===== src/sv/tbd_pkg.sv =====
// ----------------------------------------------------------------------------
// tbd_pkg: shared types and constants for the three-button debouncer
// Widths, the debounce reset value, result codes and the per-button level flags.
// ----------------------------------------------------------------------------
package tbd_pkg;

  localparam int TIME_WIDTH_DEF = 32;
  localparam int NOW_W          = 32;
  localparam int DEB_W          = 16;
  localparam int NUM_BUTTONS    = 3;
  localparam int BTN_W          = 2;

  localparam logic [DEB_W-1:0] DEBOUNCE_RESET = 16'd50;

  // Result codes
  localparam logic [BTN_W-1:0] BTN_NONE      = 2'd0;
  localparam logic [BTN_W-1:0] BTN_POWER     = 2'd1;
  localparam logic [BTN_W-1:0] BTN_EMERGENCY = 2'd2;
  localparam logic [BTN_W-1:0] BTN_INFO      = 2'd3;

  // Per-button levels, 1 means pressed
  typedef struct packed {
    logic raw_down;
    logic stable_down;
  } button_state_t;

endpackage


===== src/sv/three_button_debounce_priority.sv =====
// ----------------------------------------------------------------------------
// three_button_debounce_priority: time-based debouncer for three buttons
// One poll request carries a time stamp and three active-low pin levels;
// one response reports the first newly pressed button in order A, B, C (none on a resync).
// ----------------------------------------------------------------------------
//  Channel  | Handshake          | Payload
//  ---------+--------------------+--------------------------------------------
//  in       | in_valid, in_stall | func, now_ms, level_a, level_b, level_c
//  out      | out_valid,out_stall| pressed_button
//  config   | cfg_we             | cfg_wdata (debounce_time)
//
// One request per cycle, sustained while the response side does not stall. A
// request passes from the input register into the result register, which
// presents the response until it is taken.
// The button state (raw, stable, change time) is updated
// as a request moves from the input register into the result register.
// Reset clears both registers, the button state and restores the debounce
// time to 50. A stalled response holds the input register, which then
// raises in_stall; with the result register empty no stall reaches in.
// ----------------------------------------------------------------------------
module three_button_debounce_priority #(
  parameter int TIME_WIDTH = tbd_pkg::TIME_WIDTH_DEF
) (
  input  logic                        clk,
  input  logic                        rst,
  // configuration
  input  logic                        cfg_we,
  input  logic [tbd_pkg::DEB_W-1:0]   cfg_wdata,
  // poll requests
  input  logic                        in_valid,
  output logic                        in_stall,
  input  logic                        func,
  input  logic [tbd_pkg::NOW_W-1:0]   now_ms,
  input  logic                        level_a,
  input  logic                        level_b,
  input  logic                        level_c,
  // responses
  output logic                        out_valid,
  input  logic                        out_stall,
  output logic [tbd_pkg::BTN_W-1:0]   pressed_button
);
  import tbd_pkg::*;

  // Configuration
  logic [DEB_W-1:0] debounce_time;

  // Input register
  logic                   s1_valid;
  logic                   s1_func;
  logic [NOW_W-1:0]       s1_now;
  logic [NUM_BUTTONS-1:0] s1_down;
  logic [TIME_WIDTH-1:0]  now_time;
  logic                   s1_advance;
  logic                   in_accept;

  // Button state
  button_state_t         state        [NUM_BUTTONS];
  logic [TIME_WIDTH-1:0] changed_time [NUM_BUTTONS];
  button_state_t         chk_state    [NUM_BUTTONS];
  logic [TIME_WIDTH-1:0] chk_changed  [NUM_BUTTONS];
  logic [NUM_BUTTONS-1:0] chk_press;
  logic [NUM_BUTTONS-1:0] chk_enable;

  logic [BTN_W-1:0] result;

  // Drop the request into the result register whenever that register is
  // empty or its content is being taken this cycle.
  assign s1_advance = s1_valid && (!out_valid || !out_stall);
  assign in_stall   = s1_valid && !s1_advance;
  assign in_accept  = in_valid && !in_stall;

  // Cut or extend the time stamp to the counter width
  generate
    if (TIME_WIDTH >= NOW_W) begin : g_now_ext
      assign now_time = TIME_WIDTH'(s1_now);
    end else begin : g_now_cut
      assign now_time = s1_now[TIME_WIDTH-1:0];
    end
  endgenerate

  // One check per button; each runs on its own stored state
  genvar k;
  generate
    for (k = 0; k < NUM_BUTTONS; k++) begin : g_btn
      tbd_button #(
        .TIME_WIDTH (TIME_WIDTH)
      ) u_button (
        .down              (s1_down[k]),
        .now_time          (now_time),
        .debounce_time     (debounce_time),
        .state             (state[k]),
        .changed_time      (changed_time[k]),
        .state_next        (chk_state[k]),
        .changed_time_next (chk_changed[k]),
        .press             (chk_press[k])
      );
    end
  endgenerate

  // A button is sampled only if no earlier button reported a press
  always_comb begin
    chk_enable[0] = 1'b1;
    for (int i = 1; i < NUM_BUTTONS; i++) begin
      chk_enable[i] = chk_enable[i-1] && !chk_press[i-1];
    end
  end

  // Pick the first press in order A, B, C; a resync reports none
  always_comb begin
    priority if (s1_func) begin
      result = BTN_NONE;
    end else if (chk_press[0]) begin
      result = BTN_POWER;
    end else if (chk_press[1]) begin
      result = BTN_EMERGENCY;
    end else if (chk_press[2]) begin
      result = BTN_INFO;
    end else begin
      result = BTN_NONE;
    end
  end

  // Configuration register
  always_ff @(posedge clk) begin
    if (rst) begin
      debounce_time <= DEBOUNCE_RESET;
    end else if (cfg_we) begin
      debounce_time <= cfg_wdata;
    end
  end

  // Input register: hold while stalled, load on acceptance
  always_ff @(posedge clk) begin
    if (rst) begin
      s1_valid <= 1'b0;
    end else if (in_accept) begin
      s1_valid <= 1'b1;
    end else if (s1_advance) begin
      s1_valid <= 1'b0;
    end
  end

  always_ff @(posedge clk) begin
    if (in_accept) begin
      s1_func <= func;
      s1_now  <= now_ms;
      s1_down <= ~{level_c, level_b, level_a};
    end
  end

  // Button state: resync takes the current levels, a poll takes the
  // checked values of every button still in play
  always_ff @(posedge clk) begin
    if (rst) begin
      for (int i = 0; i < NUM_BUTTONS; i++) begin
        state[i]        <= '0;
        changed_time[i] <= '0;
      end
    end else if (s1_advance) begin
      for (int i = 0; i < NUM_BUTTONS; i++) begin
        if (s1_func) begin
          state[i].raw_down    <= s1_down[i];
          state[i].stable_down <= s1_down[i];
          changed_time[i]      <= now_time;
        end else if (chk_enable[i]) begin
          state[i]        <= chk_state[i];
          changed_time[i] <= chk_changed[i];
        end
      end
    end
  end

  // Result register
  always_ff @(posedge clk) begin
    if (rst) begin
      out_valid <= 1'b0;
    end else if (s1_advance) begin
      out_valid <= 1'b1;
    end else if (!out_stall) begin
      out_valid <= 1'b0;
    end
  end

  always_ff @(posedge clk) begin
    if (s1_advance) begin
      pressed_button <= result;
    end
  end

endmodule


===== src/sv/tbd_button.sv =====
// ----------------------------------------------------------------------------
// tbd_button: debounce check for one button
// Tracks a raw level change, checks the hold time against the debounce
// time and reports a stable change to pressed.
// ----------------------------------------------------------------------------
module tbd_button #(
  parameter int TIME_WIDTH = tbd_pkg::TIME_WIDTH_DEF
) (
  input  logic                        down,
  input  logic [TIME_WIDTH-1:0]       now_time,
  input  logic [tbd_pkg::DEB_W-1:0]   debounce_time,
  input  tbd_pkg::button_state_t      state,
  input  logic [TIME_WIDTH-1:0]       changed_time,
  output tbd_pkg::button_state_t      state_next,
  output logic [TIME_WIDTH-1:0]       changed_time_next,
  output logic                        press
);
  import tbd_pkg::*;

  localparam int CMP_W = (TIME_WIDTH > DEB_W) ? TIME_WIDTH : DEB_W;

  logic [TIME_WIDTH-1:0] elapsed;
  logic                  held;

  // Modulo subtraction handles a wrapping time stamp
  assign elapsed = now_time - changed_time;
  assign held    = CMP_W'(elapsed) >= CMP_W'(debounce_time);

  always_comb begin
    state_next        = state;
    changed_time_next = changed_time;
    press             = 1'b0;
    priority if (down != state.raw_down) begin
      state_next.raw_down = down;
      changed_time_next   = now_time;
    end else if (down != state.stable_down && held) begin
      state_next.stable_down = down;
      press                  = down;
    end else begin
      // hold: already stable, or not held long enough yet
      press = 1'b0;
    end
  end

endmodule


===== config.mk =====
export PLATFORM = sky130hd
export DESIGN_NAME = three_button_debounce_priority
export DESIGN_NICKNAME = d
export VERILOG_FILES = /design/src/sv/tbd_pkg.sv /design/src/sv/three_button_debounce_priority.sv /design/src/sv/tbd_button.sv
export SDC_FILE = /design/constraint.sdc
export NUM_CORES = 1
export LEC_CHECK = 0
export BUFFER_PORTS_ARGS = -buffer_cell sky130_fd_sc_hd__buf_2
export CAP_MARGIN = 30
export CORE_MARGIN = 3
export CORE_UTILIZATION = 45
export DETAILED_ROUTE_END_ITERATION = 16
export PLACE_DENSITY = 0.7
export SLEW_MARGIN = 20
export SYNTH_ARGS = -nofsm -noshare
export SYNTH_HDL_FRONTEND = slang
export SYNTH_SLANG_ARGS = --single-unit
export TNS_END_PERCENT = 100

===== constraint.sdc =====
create_clock -name clk -period 8.1 [get_ports clk]
set_input_delay 0.81 -clock clk [delete_from_list [all_inputs] [get_ports clk]]
set_output_delay 0.81 -clock clk [all_outputs]
set_load 0.02 [all_outputs]

==> metrics.txt <==
Final period util=0.739; maxcap violations=0; CTS root buf=clkbuf_16; flops & latches, synth=roughly 160; RSZ-0062 raised after global routing=false; Tightest Pin Transition=about 800 ps; Ys Warns=0; Total GRT Usage=0.226; # H-tree levels=4; core area=0.0271 mm^2; Area growth syn-to-layout=9.59%; dpl cells=approximately 1800; total die area=between 0.02 and 0.03 mm^2; Post-Syn Area=0.0125 mm^2; hold_ws=roughly 500 ps; Post-Syn Nets=1571; Setup CP Type=reg -> reg; Antenna Cells=0; clk_lat worst skew=440 ps; crit end category=register; Site Rows=60; # hold bufs at CTS=0; worst min-delay path startpoint=s1_valid; routed wire length=between 30 and 40 mm; Critical Path Start=now_time[1]; Clock Skews=approximately 15 ps; number of global-route vias before repair=9948; final number of setup-violating endpoints=0; final setup TNS=0 ps; Routed Antenna Nets=0; most frequent cells in the layout=ha_1, edfxtp_1, inv_1, a21oi_1, nand2_1; IO Port Bufs=60; Hold Path Class=reg -> reg; Vias/cell=5.89; Chip Width=173 um; cell area power density=197 mW/mm^2; Vias=10500; ys flop type=edfxtp_1; max-slew violation count=0; CTS Sinks=158; r2r startpoint=now_time[1]; Layout Cells excl Fill=1788; Required @ worst endpoint=8210 ps; Max-slew headroom=0.447; Finished Core Util=0.506; Final Hold Viols=0; post-CTS sizing=0; status=completed; I/O Pins=61; Max Freq=167 MHz; CTS Buffer Depth=2; detailed placement HPWL=about 27 mm; cells on worst reg2reg path=21; Worst setup SP type=register; flop2flop setup slack=2110 ps; Max VDD drop=about 0.16 mV; Netlist cell types=86; share of cells above drive strength 1=0.0932; nets@finish=1604; P_leak=5.76 nW; critical path fanouts, max=17; number of flops mapped to enable cells by yosys=140; largest net degree at the start of global routing=68; Async S/R FF share, synth=0; Post-Synthesis Cells=1370; Worst-path clk slew=80 ps; DR DRC count=0; Die Y=173 um; TritonCTS clock tree=built; initial antenna violation count=0; 1st-pass router iterations=6; post-synthesis sequential area ratio=0.365; average wire per standard cell=a little under 20 um; post-CTS setup buffers=0; DR iter-0 viols=approximately 1100; Mean Syn Cell Area=between 9 and 10 um^2; gr ovfl total=0; min cycle time layout=5990 ps; most common cell after layout, fill and taps aside=ha_1; Placer Congestion=approximately 0.97; crit path DAT=between 6000 and 7000 ps; first-pass GRT wire length=~54 mm; Worst Hold Depth=2; cts bufs inserted=17; Starting Density=0.461
-- sequential cells by signal, indices dropped and copies added (netlist names) --
signal	count
s1_valid	1
state	6
s1_func	1
out_valid	1
debounce_time	16
s1_down	3
now_time	32
pressed_button	2
changed_time	96
-- path summary, 6_finish.rpt --
check | end
hold reg to reg | out_valid
hold / removal | out_valid
setup / recovery | changed_time[2][6]
setup reg to reg | changed_time[2][6]
-- routing by layer --
metal	GRT usage	wire length, um	vias to the layer above
met4	0.0618	804	0
li1	-	-	5089
met3	0.0299	2210	54
met5	0	0	-
met2	0.362	15400	360
met1	0.322	16000	5020
-- cell type report --
type	instances	area, um^2
Timing Repair Buffer	66	378
Multi-Input combinational cell	1024	7210
Fill cell	2525	13400
Tap cell	372	465
Clock buffer	17	425
Sequential cell	158	4560
Inverter	136	510
Clock inverter	15	149
-- logic make-up (layout without fill, tap and decap cells) --
family,count (synthesis),count (layout),share of synthesized area
fa+ha+maj,144,144,0.146
xor+xnor,76,76,0.0532
simple gates,421,421,0.174
mux,21,21,0.0170
flops,158,158,0.365
compound gates,362,362,0.185
buf+inv,188,234,0.0606
-- metrics by stage --
step,instance area [um^2],setup WS [ps],power [mW]
global route,13700,1730,2.84
global placement,13100,2220,1.85
floorplan,12500,1300,1.64
finish,13700,2110,2.69
detailed placement,13100,2180,1.87
CTS,13700,2150,2.69
-- cell usage after synthesis (all sizes together) (19+ instances only) --
| cell | instances | area share |
|---|---|---|
| and3 | 71 | 0.036 |
| nor3 | 29 | 0.012 |
| a21oi | 128 | 0.052 |
| o21a | 19 | 0.011 |
| nor2 | 85 | 0.026 |
| clkbuf | 38 | 0.012 |
| edfxtp | 140 | 0.34 |
| o21ai | 80 | 0.032 |
| ha | 141 | 0.14 |
| mux2i | 19 | 0.015 |
| nand2 | 104 | 0.031 |
| xor2 | 27 | 0.019 |
| inv | 136 | 0.041 |
| a21o | 26 | 0.016 |
| nand3 | 24 | 0.010 |
| nand4 | 29 | 0.015 |
| xnor2 | 49 | 0.034 |
-- where the power goes --
group / internal (mW) / total (mW) / switching [mW]
sequential: 0.948 / 0.985 / 0.0373
clock: 0.412 / 0.819 / 0.408
combinational: 0.353 / 0.890 / 0.537
total: 1.71 / 2.69 / 0.982
-- worst max-delay path, stage by stage (launching register included) --
cell	delay, ps
edfxtp_1	520
inv_1	140
fa_1	460
nand2b_1	180
a211oi_1	340
nor2_1	160
nor2_1	130
nor2_1	70
or3_1	360
nor2b_1	140
xnor2_1	140
ha_1	300
nor2b_1	140
o21ai_0	210
o2111ai_1	140
or4_1	450
nor4_2	150
nand4_1	270
nand2_2	200
nand3_2	130
o21ai_4	610
buf_4	400
No activity file was read; power rests on OpenSTA's default activity.
